[src/hw/rtl/tce_pkg.sv]
// Shared types and constants for the timer capture entropy extractor.
// No dependencies; imported by every module of the block.
package tce_pkg;

    localparam int CAP_W  = 16;
    localparam int WORD_W = 32;
    localparam int ADDR_W = 3;
    localparam int DATA_W = 32;

    localparam int DEF_SYNC_PERIOD_WORDS = 256;
    localparam int DEF_SYNC_WORDS        = 4;

    localparam logic [WORD_W-1:0] SYNC_PATTERN = 32'hF0F0_F0F0;

    // register word index (paddr[2])
    localparam logic REG_MODE = 1'b0;

    // mode codes
    localparam logic MODE_VN    = 1'b0;
    localparam logic MODE_DELTA = 1'b1;

    // one request handed from the core to the emitter
    typedef struct packed {
        logic              valid;
        logic              has_sync;
        logic [WORD_W-1:0] word;
    } tce_desc_t;

endpackage

[src/hw/rtl/tce_core.sv]
// Input register and per-capture state update (entropy and delta paths).
// Depends on tce_pkg; feeds result descriptors to tce_emit.
module tce_core
    import tce_pkg::*;
#(
    parameter int SYNC_PERIOD_WORDS = DEF_SYNC_PERIOD_WORDS
)
(
    input  logic             clk,
    input  logic             rst_n,
    input  logic             capture_valid,
    output logic             capture_stall,
    input  logic [CAP_W-1:0] capture_value,
    input  logic             mode,
    input  logic             phase_clear,
    input  logic             desc_ready,
    output tce_desc_t        desc
);

    localparam int WUS_W = $clog2(SYNC_PERIOD_WORDS + 1);

    logic [CAP_W-1:0]  cap_reg;
    logic              cap_valid_reg, cap_valid_next;
    logic [1:0]        phase_reg, phase_next;
    logic              held_reg, held_next;
    logic              fpb_reg, fpb_next;
    logic [WORD_W-1:0] acc_reg, acc_next;
    logic [4:0]        bits_reg, bits_next;
    logic [CAP_W-1:0]  high_reg, high_next;
    logic [WUS_W-1:0]  wus_reg, wus_next;

    logic      lsb;
    logic      b_bit;
    logic      produces;
    logic      advance;
    logic      accept;
    tce_desc_t res;

    assign lsb   = cap_reg[0];
    assign b_bit = held_reg ^ lsb;

    // next state and result for the capture in the input register
    always_comb
    begin
        phase_next   = phase_reg;
        held_next    = held_reg;
        fpb_next     = fpb_reg;
        acc_next     = acc_reg;
        bits_next    = bits_reg;
        high_next    = high_reg;
        wus_next     = wus_reg;
        res.valid    = 1'b0;
        res.has_sync = 1'b0;
        res.word     = acc_reg;
        if (mode == MODE_VN)
        begin
            case (phase_reg)
                2'd0:
                begin
                    held_next  = lsb;
                    phase_next = 2'd1;
                end
                2'd1:
                begin
                    fpb_next   = held_reg ^ lsb;
                    phase_next = 2'd2;
                end
                2'd2:
                begin
                    held_next  = lsb;
                    phase_next = 2'd3;
                end
                default:
                begin
                    phase_next = 2'd0;
                    if (fpb_reg != b_bit)
                    begin
                        acc_next  = {acc_reg[WORD_W-2:0], fpb_reg};
                        bits_next = bits_reg + 5'd1;
                        res.word  = acc_next;
                        res.valid = (bits_reg == 5'd31);
                    end
                end
            endcase
        end
        else if (!phase_reg[0])
        begin
            high_next  = cap_reg;
            phase_next = 2'd1;
        end
        else
        begin
            phase_next = 2'd0;
            res.valid  = 1'b1;
            res.word   = {high_reg, cap_reg};
            if (wus_reg == '0)
            begin
                res.has_sync = 1'b1;
                wus_next     = WUS_W'(SYNC_PERIOD_WORDS - 1);
            end
            else
            begin
                wus_next = wus_reg - 1'b1;
            end
        end
    end

    // items with no result move on even while the emitter is busy
    assign produces      = res.valid;
    assign advance       = cap_valid_reg && (!produces || desc_ready);
    assign capture_stall = cap_valid_reg && !advance;
    assign accept        = capture_valid && !capture_stall;

    assign desc.valid    = advance && produces;
    assign desc.has_sync = res.has_sync;
    assign desc.word     = res.word;

    always_comb
    begin
        cap_valid_next = cap_valid_reg;
        if (accept)
            cap_valid_next = 1'b1;
        else if (advance)
            cap_valid_next = 1'b0;
    end

    // control state
    always_ff @(posedge clk or negedge rst_n)
    begin
        if (!rst_n)
        begin
            cap_valid_reg <= 1'b0;
            phase_reg     <= '0;
            held_reg      <= 1'b0;
            fpb_reg       <= 1'b0;
            acc_reg       <= '0;
            bits_reg      <= '0;
            high_reg      <= '0;
            wus_reg       <= '0;
        end
        else
        begin
            cap_valid_reg <= cap_valid_next;
            if (phase_clear)
            begin
                phase_reg <= '0;
            end
            else if (advance)
            begin
                phase_reg <= phase_next;
                held_reg  <= held_next;
                fpb_reg   <= fpb_next;
                acc_reg   <= acc_next;
                bits_reg  <= bits_next;
                high_reg  <= high_next;
                wus_reg   <= wus_next;
            end
        end
    end

    // capture payload
    always_ff @(posedge clk)
    begin
        if (accept)
            cap_reg <= capture_value;
    end

    // a held capture that cannot move on stays held
    a_hold: assert property (@(posedge clk) disable iff (!rst_n)
        (cap_valid_reg && !advance) |=> cap_valid_reg)
        else $error("held capture dropped");

    // a result request goes out only when the emitter can take it
    a_desc_ready: assert property (@(posedge clk) disable iff (!rst_n)
        desc.valid |-> desc_ready)
        else $error("descriptor issued to busy emitter");

    // sync burst only requested in delta mode
    a_sync_mode: assert property (@(posedge clk) disable iff (!rst_n)
        (desc.valid && desc.has_sync) |-> (mode == MODE_DELTA))
        else $error("sync requested in entropy mode");

endmodule

[src/hw/rtl/tce_emit.sv]
// Result register: plays out the sync burst and then the data word.
// Depends on tce_pkg; takes descriptors from tce_core.
module tce_emit
    import tce_pkg::*;
#(
    parameter int SYNC_WORDS = DEF_SYNC_WORDS
)
(
    input  logic              clk,
    input  logic              rst_n,
    input  tce_desc_t         desc,
    output logic              desc_ready,
    output logic              result_valid,
    input  logic              result_stall,
    output logic [WORD_W-1:0] word,
    output logic              is_sync,
    output logic              last
);

    localparam int SW_W = $clog2(SYNC_WORDS + 1);

    logic              busy_reg;
    logic [SW_W-1:0]   sync_left_reg;
    logic [WORD_W-1:0] word_reg;
    logic              fire;

    assign result_valid = busy_reg;
    assign is_sync      = (sync_left_reg != '0);
    assign word         = is_sync ? SYNC_PATTERN : word_reg;
    assign last         = !is_sync;
    assign fire         = busy_reg && !result_stall;
    assign desc_ready   = !busy_reg || (fire && last);

    // control: busy flag and sync countdown
    always_ff @(posedge clk or negedge rst_n)
    begin
        if (!rst_n)
        begin
            busy_reg      <= 1'b0;
            sync_left_reg <= '0;
        end
        else if (desc.valid)
        begin
            busy_reg      <= 1'b1;
            sync_left_reg <= desc.has_sync ? SW_W'(SYNC_WORDS) : '0;
        end
        else if (fire)
        begin
            if (is_sync)
                sync_left_reg <= sync_left_reg - 1'b1;
            else
                busy_reg <= 1'b0;
        end
    end

    // data word payload
    always_ff @(posedge clk)
    begin
        if (desc.valid)
            word_reg <= desc.word;
    end

    // the last sync word is always followed by the data word
    a_after_sync: assert property (@(posedge clk) disable iff (!rst_n)
        (fire && sync_left_reg == SW_W'(1)) |=> (result_valid && !is_sync))
        else $error("data word missing after sync burst");

    // sync countdown never runs while idle
    a_idle_clean: assert property (@(posedge clk) disable iff (!rst_n)
        !busy_reg |-> (sync_left_reg == '0))
        else $error("sync count left while idle");

endmodule

[src/hw/rtl/timer_capture_entropy_extractor.sv]
// Top level of the timer capture entropy extractor: APB register and wiring.
// Depends on tce_pkg, tce_core and tce_emit.
//
//  channel   signals                                   direction
//  capture   capture_valid/capture_stall, capture_value  in
//  result    result_valid/result_stall, word,          out
//            is_sync, last
//  config    psel, penable, pwrite, paddr, pwdata,     APB slave
//            prdata, pready
//
// Captures accepted one per cycle unless stalled, held in the input register.
// A capture with no result never waits. One with results waits until the
// result register is free; a delta word with sync holds the result side for the
// sync burst and data word, so the sync burst sets the sustained rate there.
// Reset clears all control state; the first delta word is preceded by sync.
// result_stall holds the current result and, once the input register holds
// a capture with a result, raises capture_stall in the same cycle.
module timer_capture_entropy_extractor
    import tce_pkg::*;
#(
    parameter int SYNC_PERIOD_WORDS = DEF_SYNC_PERIOD_WORDS,
    parameter int SYNC_WORDS        = DEF_SYNC_WORDS
)
(
    input  logic              clk,
    input  logic              rst_n,
    input  logic              capture_valid,
    output logic              capture_stall,
    input  logic [CAP_W-1:0]  capture_value,
    output logic              result_valid,
    input  logic              result_stall,
    output logic [WORD_W-1:0] word,
    output logic              is_sync,
    output logic              last,
    input  logic              psel,
    input  logic              penable,
    input  logic              pwrite,
    input  logic [ADDR_W-1:0] paddr,
    input  logic [DATA_W-1:0] pwdata,
    output logic [DATA_W-1:0] prdata,
    output logic              pready
);

    logic      mode_reg;
    logic      wr_en;
    logic      mode_wr;
    logic      desc_ready;
    tce_desc_t desc;

    // register access
    assign pready  = 1'b1;
    assign wr_en   = psel && penable && pwrite && pready;
    assign mode_wr = wr_en && (paddr[2] == REG_MODE);
    assign prdata  = (paddr[2] == REG_MODE) ? {{(DATA_W-1){1'b0}}, mode_reg} : '0;

    always_ff @(posedge clk or negedge rst_n)
    begin
        if (!rst_n)
            mode_reg <= MODE_VN;
        else if (mode_wr)
            mode_reg <= pwdata[0];
    end

    tce_core #(
        .SYNC_PERIOD_WORDS (SYNC_PERIOD_WORDS)
    ) u_core (
        .clk           (clk),
        .rst_n         (rst_n),
        .capture_valid (capture_valid),
        .capture_stall (capture_stall),
        .capture_value (capture_value),
        .mode          (mode_reg),
        .phase_clear   (mode_wr),
        .desc_ready    (desc_ready),
        .desc          (desc)
    );

    tce_emit #(
        .SYNC_WORDS (SYNC_WORDS)
    ) u_emit (
        .clk          (clk),
        .rst_n        (rst_n),
        .desc         (desc),
        .desc_ready   (desc_ready),
        .result_valid (result_valid),
        .result_stall (result_stall),
        .word         (word),
        .is_sync      (is_sync),
        .last         (last)
    );

endmodule
[config.mk]
export PLATFORM = sky130hd
export DESIGN_NAME = timer_capture_entropy_extractor
export DESIGN_NICKNAME = d
export VERILOG_FILES = /design/src/hw/rtl/tce_pkg.sv /design/src/hw/rtl/tce_core.sv /design/src/hw/rtl/tce_emit.sv /design/src/hw/rtl/timer_capture_entropy_extractor.sv
export SDC_FILE = /design/constraint.sdc
export NUM_CORES = 1
export LEC_CHECK = 0
export BUFFER_PORTS_ARGS = -buffer_cell sky130_fd_sc_hd__buf_2
export CORE_ASPECT_RATIO = 1.1
export CORE_MARGIN = 2
export CORE_UTILIZATION = 50
export CTS_CLUSTER_DIAMETER = 100
export DETAILED_ROUTE_END_ITERATION = 8
export PLACE_DENSITY_LB_ADDON = 0.08
export SETUP_SLACK_MARGIN = 0.2
export SYNTH_ARGS = -nofsm -noshare
export SYNTH_HDL_FRONTEND = slang
export SYNTH_SLANG_ARGS = --single-unit
export TNS_END_PERCENT = 1
[constraint.sdc]
create_clock -name clk -period 4.2 [get_ports clk]
set_input_delay 0.42 -clock clk [delete_from_list [all_inputs] [get_ports clk]]
set_output_delay 0.42 -clock clk [all_outputs]
set_load 0.01 [all_outputs]
==> results of run 1 <==
synth_stat cells (7+ instances only):
master | number | area, um2
edfxtp_1 | 48 | 1441
o21ai_0 | 13 | 65.06
mux2_2 | 52 | 585.6
clkbuf_1 | 7 | 26.28
and2_1 | 17 | 106.4
nand2b_1 | 17 | 106.4
inv_1 | 10 | 37.54
buf_4 | 33 | 247.7
mux2i_1 | 90 | 900.9
ha_1 | 9 | 112.6
dfrtp_1 | 72 | 1802
a21oi_1 | 7 | 35.03
nor2_1 | 14 | 52.55
nand2_1 | 13 | 48.80
nor3_1 | 7 | 35.03
per-layer routing:
metal / vias to the layer above / track usage [%] / part of all wire, %
li1: 1749 / - / -
met1: 1852 / 25.24 / 47
met2: 71 / 30.90 / 49
met3: 7 / 4.834 / 3.7
met4: 0 / 6.092 / 0.79
met5: - / 0 / 0
cell type report:
class                      count  area (um2)  area share, %
clock buffer                  18       439.2          6.242
clock inverter                14       203.9          2.899
inverter                      10       37.54         0.5335
multi-input combinational    318        2559          36.37
sequential                   120        3246          46.13
tap                          154       192.7          2.739
timing repair buffer          68       357.8          5.086
stage by stage:
stage	instance area (um2)	setup slack (ps)	hold WS [ps]	utilization, %
global placement	6392	1550	442.5	53.35
CTS	7036	1379	7.035	58.72
global route	7036	1235	26.87	58.72
floorplan	6201	1443	124.4	-
finish	7036	1461	-3.373	58.72
detailed placement	6392	1535	445.6	53.35
cells in the final DEF (no fill, tap or decap), types with 2 or more instances in the layout:
cell / synthesis / routed
mux2i_1: 90 / 90
dfrtp_1: 72 / 70
buf_2: 4 / 61
mux2_2: 52 / 52
edfxtp_1: 48 / 48
conb_1: 2 / 32
nand2b_1: 17 / 17
and2_1: 17 / 17
clkbuf_16: 0 / 17
nor2_1: 14 / 14
o21ai_0: 13 / 13
nand2_1: 13 / 13
inv_1: 10 / 10
ha_1: 9 / 9
a21oi_1: 7 / 7
nor3_1: 7 / 7
buf_4: 33 / 7
bufinv_16: 0 / 5
xor2_1: 4 / 4
or3_1: 4 / 4
xnor2_1: 4 / 4
nor2b_1: 3 / 3
and3_1: 3 / 3
clkinv_2: 0 / 3
clkinvlp_4: 0 / 3
nor3b_1: 2 / 2
nand4b_1: 2 / 2
or2_2: 2 / 2
mux2_1: 2 / 2
nand3_1: 2 / 2
clkinv_1: 0 / 2
dfrtp_2: 0 / 2
how the worst max path moves through the flow:
stage,startpoint,end,slack (ps),depth (start not counted)
after floorplan,u_core.bits_reg[0],u_core.cap_reg[0],1440,7
after global placement,u_core.cap_reg[0],u_core.acc_reg[11],1550,6
after detailed placement,u_core.cap_reg[0],u_core.acc_reg[14],1540,6
after CTS,u_emit.sync_left_reg[0],word[6],1380,6
after global routing,u_emit.sync_left_reg[0],word[18],1230,6
final,u_emit.sync_left_reg[0],word[6],1460,6
kinds of logic (layout without fill, tap and decap cells):
kind of cell               after synthesis  count (layout)  synth area share, %
and+or+nand+nor                         95              95                8.919
other                                    2              32               0.1234
xor gates and xnor gates                 9               9                1.562
AOI/OAI and AO/OA                       29              29                2.939
adders and majority gates                9               9                1.850
DFF                                    120             120                53.27
buffers and inverters                   64             110                6.556
muxes                                  144             144                24.78
report_power, final:
group | switching, mW | internal (mW) | leakage [nW]
Clock | 0.505 | 1.06 | 0.307
Combinational | 0.638 | 0.528 | 1.62
Sequential | 0.162 | 1.45 | 1.40
==> summary.txt, run 1 <==
Outcome
  – Outcome: finished, violations left
  – Failing checks: negative hold slack

Power and ir drop
  – Total power: roughly 4.3 mW
  – Peak supply drop: 368.9 uV
  – Power Density: 617.8 mW/mm2
  – Lkg Pwr: approximately 3.3 nW

Critical path
  – Worst R2R Path Depth: 6
  – Max incr delay on CP: ~780 ps
  – Critical-path cell list: inv_1 -> ha_1 -> nand2b_1 -> inv_1 -> nand2b_1 -> buf_2
  – CP required: 3780 ps
  – Worst reg2reg path startpoint: u_core.cap_reg[0]
  – Worst r2r dst: u_core.acc_reg[7]
  – Crit. End Element: output port
  – Worst-path maximum fanout: 34
  – R2r setup slk: 1530 ps
  – Total buffers and inverters traversed by the critical path: 3
  – Highest-delay cell along the critical path: inv_1
  – WP data arrival: 2320 ps
  – CP top delay family: buffers and inverters
  – Crit Path Category: register to output port
  – Startpoint Class: register

GRT
  – Vias in the first global route: 3668
  – First-pass GRT wire length: 18820 um
  – Largest net degree at the start of global routing: 51
  – Initial antenna violation count: 0
  – Grt ovf: 0
  – Gr usage total: a little under a fifth

Synth
  – Sequential-to-total area share from yosys stat: 53.27%
  – Yosys warns: 0
  – Unique masters post-synth: 48
  – EDFF count, synth: 48
  – Syn Std Cell Area: 0.006088 mm2
  – Ys flop type: dfrtp_1
  – Cells after synthesis: 472
  – Share of flip-flops with an asynchronous set or reset: 60.00%
  – Number of synthesized register bits: 120
  – Avg Cell Area, Syn: 12.90 um2

Clock tree
  – Cts hold-fix bufs: 0
  – CTS clk-pin slew, worst paths: 60 ps
  – Post_cts resized: 0
  – CTS buffer count: 17
  – Post-CTS Setup Inserts: 0
  – H-tree levels: 4
  – Worst-skew pair later-pin latency: 410 ps
  – Clk Tree Root Cell: clkbuf_16
  – Clock sink count: 120
  – CTS tree: done
  – Clk buf depth: 2

Finish
  – Fill count: 982
  – Final Non-Filler Cells: 702
  – P&R area growth vs syn: 15.56%
  – ANT cells: 0
  – Share of cells above drive strength 1: between 20% and 30%
  – Layout Nets: 602

Run
  – Max Cap Viol: 0

STA
  – RSZ-0062 raised after global routing: no
  – Final hold vios: 1
  – Pins Over Slew Limit: 0
  – Minimum clock period: roughly 2700 ps
  – Setup Skew: 7.891 ps
  – Hold_ws: -3.373 ps
  – Setup TNS: 0 ps
  – Fmax: 365.1 MHz
  – Slew headroom: 28.68%
  – Fin crit share: between 60% and 70%
  – Final Setup Violations: 0
  – Actual slew at the worst max-slew pin: 1069 ps

Die
  – Initial core utilization: 50.81%
  – Core footprint: ~0.012 mm2
  – I/O pin total: between 100 and 150
  – Die W: 109.2 um
  – Row count: 42
  – DIE AREA: 0.01308 mm2
  – Die extent in y: 119.7 um

Detailed routing
  – Drt total wl: 11500 um
  – TritonRoute pass-1 iters: 4
  – Routed Antenna Nets: 0
  – Residual DRC: 0
  – DR vias: approximately 3700
  – Routed vias/inst: roughly 5.2
  – Routed WL per cell: 16.39 um
  – DRT iter0 DRCs: 169

Placed design
  – Final GP Congestion: about 0.76
  – Post-detail-place hpwl: 7306 um
  – Placed Instances: 670
  – IO Port Bufs: between 60 and 70

Hold path
  – Worst Hold Class: primary input to asynchronous set/reset pin
No activity file was read; power rests on OpenSTA's default activity.
==> run 2: changes to the inputs <==
==> constraint.sdc (replaced) <==
create_clock -name clk -period 2.4 [get_ports clk]
set_input_delay 0.24 -clock clk [delete_from_list [all_inputs] [get_ports clk]]
set_output_delay 0.24 -clock clk [all_outputs]
set_load 0.01 [all_outputs]
==> run 2 against run 1 <==
- the flow now finishes without violations
- sequential cell count did not move
- first-iteration DRC count fell by 38%
- final area rose by 3.3%
- clock power rose by 44%
- worst hold slack improved by 39 ps
- routed wire length rose by 2.2%
- setup slack got worse by 1300 ps
- critical path type unchanged
- largest cell class unchanged
==> summary.txt, run 2 (synthesized netlist as in run 1, its figures left out) <==
Power and ir drop
  – Power Density: 997.6 mW/mm2 (+61%)
  – Clock share of power: 31.2% (-4.8 points)
  – Psw: 2.247 mW (+72%)
  – Lkg Pwr: 3.416 nW (+2.9%)
  – Peak supply drop: 636.3 uV (+72%)
  – Part of the power in registers: 39.1% (+1.9 points)
  – Power share of the combinational group: 29.7% (+2.9 points)
  – Internal: 5.000 mW (+64%)
  – Sw Share: 31.01% (+0.99 points)
  – Total power: 7.247 mW (+67%)

Hold path
  – Worst Hold Class: primary input to register

STA
  – Pins Over Slew Limit: 0 (unchanged)
  – Final hold vios: 0 (-1)
  – Fmax: 438.0 MHz
  – Fin crit share: a little over nine tenths
  – RSZ-0062 raised after global routing: yes
  – Final Setup Violations: 0 (unchanged)
  – Setup Skew: 8.424 ps (+0.5329 ps)
  – Minimum clock period: 2283 ps
  – Setup TNS: 0 ps (unchanged)

GRT
  – Grt peak-use layer: met2
  – First-pass GRT wire length: 19060 um (+1.3%)
  – Largest net degree at the start of global routing: 73 (+43%)
  – Grt ovf: 0 (unchanged)
  – GR Util met1: 24.66% (-0.59 points)
  – GR met3 Demand/Resource: 5.595% (+0.76 points)
  – Met2 Track Usage GR: 31.95% (+1.0 points)
  – Initial antenna violation count: 0 (unchanged)
  – Gr usage total: 19.62% (+0.49 points)
  – Vias in the first global route: 3840 (+4.7%)

Detailed routing
  – DRT iter0 DRCs: 105 (-38%)
  – Drt total wl: 11750 um (+2.2%)
  – DR vias: 3755 (+2.1%)
  – Routed Antenna Nets: 0 (unchanged)
  – Residual DRC: 0 (unchanged)
  – Routed WL per cell: 16.08 um (-1.9%)
  – TritonRoute pass-1 iters: 5 (+1)
  – Routed vias/inst: 5.137 (-2.0%)

Finish
  – Final Util: 60.63% (+1.9 points)
  – Share of cells above drive strength 1: 29.29% (+0.092 points)
  – Final Non-Filler Cells: 731 (+4.1%)
  – Most common cell after layout, fill and taps aside: mux2i_1
  – P&R area growth vs syn: 19.32%
  – ANT cells: 0 (unchanged)
  – Layout Nets: 631 (+4.8%)
  – Most frequent cells in the layout: mux2i_1, dfrtp_1, buf_2

Critical path
  – Worst-path maximum fanout: 3 (-91%)
  – Startpoint Class: register
  – WP data arrival: 2040 ps (-280 ps)
  – R2r setup slk: 150 ps (-1380 ps)
  – Crit. End Element: output port
  – Crit Path Category: register to output port
  – CP required: 2160 ps (-1620 ps)

Run
  – Max Cap Viol: 0 (unchanged)

Clock tree
  – CTS buffer count: 17 (unchanged)
  – Worst-skew pair later-pin latency: 410 ps (about the same)
  – H-tree levels: 4 (unchanged)
  – CTS tree: done
  – Clk buf depth: 2 (unchanged)
  – Clock sink count: 120 (unchanged)
  – Clk Tree Root Cell: clkbuf_16
  – CTS clk-pin slew, worst paths: 50 ps (about the same)

Die
  – I/O pin total: 127 (unchanged)
  – DIE AREA: 0.01308 mm2 (unchanged)
  – Row count: 42 (unchanged)
  – Die extent in y: 119.7 um (unchanged)
  – Core footprint: 0.01198 mm2 (unchanged)
  – Initial core utilization: 50.81% (unchanged)
  – Die W: 109.2 um (unchanged)

Outcome
  – Outcome: finished clean

Placed design
  – Placed Instances: 676 (+0.90%)
  – Final GP Congestion: 0.7773 (+1.9%)
  – IO Port Bufs: 61 (unchanged)
  – Post-detail-place hpwl: 7550 um (+3.3%)
run 2: cell count changes in the layout (fill, tap and decap cells not counted), moves of 2 or more:
cell           previous run  this run
dlygate4sd3_1             0        18
clkbuf_1                  0         8
buf_4                     7        14
bufinv_16                 5         1
buf_12                    0         3
clkinvlp_4                3         0
and3_1                    3         1
and3_4                    1         3
buf_6                     0         2
ha_1                      9         7
nor2b_1                   3         1
nor2b_4                   0         2
run 2: path summary, 6_finish.rpt:
kind                                    start              endpoint  cells after the start
hold reg to reg             u_core.wus_reg[6]     u_core.wus_reg[6]                      1
setup reg to reg           u_core.bits_reg[0]    u_core.cap_reg[11]                      9
setup / recovery           u_core.bits_reg[0]         capture_stall                      7
hold / removal                  capture_valid  u_core.cap_valid_reg                      2
min in group asynchronous               rst_n     u_core.wus_reg[2]                      3
max in group asynchronous               rst_n   u_core.high_reg[11]                      3
run 2: area by class of cell:
class	count	area [um2]
Fill cell	968	4717
Sequential cell	120	3246
Multi-Input combinational cell	318	2600
Timing Repair Buffer	97	668.1
Clock buffer	26	469.2
Tap cell	154	192.7
Clock inverter	6	51.30
Inverter	10	37.54
run 2: metrics by stage:
stage / hold slack [ps] / setup WS (ps) / cell area (um2)
after global placement: 304.3 / 177.1 / 6504
after CTS: 18.68 / 96.72 / 7246
after global routing: 38.21 / 63.10 / 7264
final: 35.93 / 117.1 / 7264
after floorplan: -55.59 / 174.6 / 6238
after detailed placement: 305.1 / 90.85 / 6504
run 2: worst max-delay path: stages (launching register included):
cell and delay [ps]:
dfrtp_1 390, ha_2 180, and3_4 180, ha_4 150, nor2b_4 120, a32o_2 280
and3_4 200, buf_6 120
run 2: timing repair:
action / 4_1_cts / 5_1_grt
buffers inserted: 3 / 2
gates resized for setup: 4 / 1
endpoints found under the hold margin: 89 / 0
setup endpoints to repair: 41 / 62
pin swaps: 3 / 3
hold buffers: 18 / 0
run 2: metal layers:
| metal | routed length (um) | vias up |
|---|---|---|
| met2 | 5948 | 86 |
| met1 | 5184 | 1864 |
| met3 | 515 | 8 |
| li1 | - | 1797 |
| met4 | 104 | 0 |
| met5 | 0 | - |
run 2: power groups by stage:
stage                     clock, mW  combinational (mW)  sequential [mW]
final                          2.26                2.15             2.83
after CTS                      2.31                2.17             2.83
after floorplan                   0                1.60             2.77
after global routing           2.41                2.41             2.89
after detailed placement          0                2.10             2.87
after global placement            0                2.05             2.86
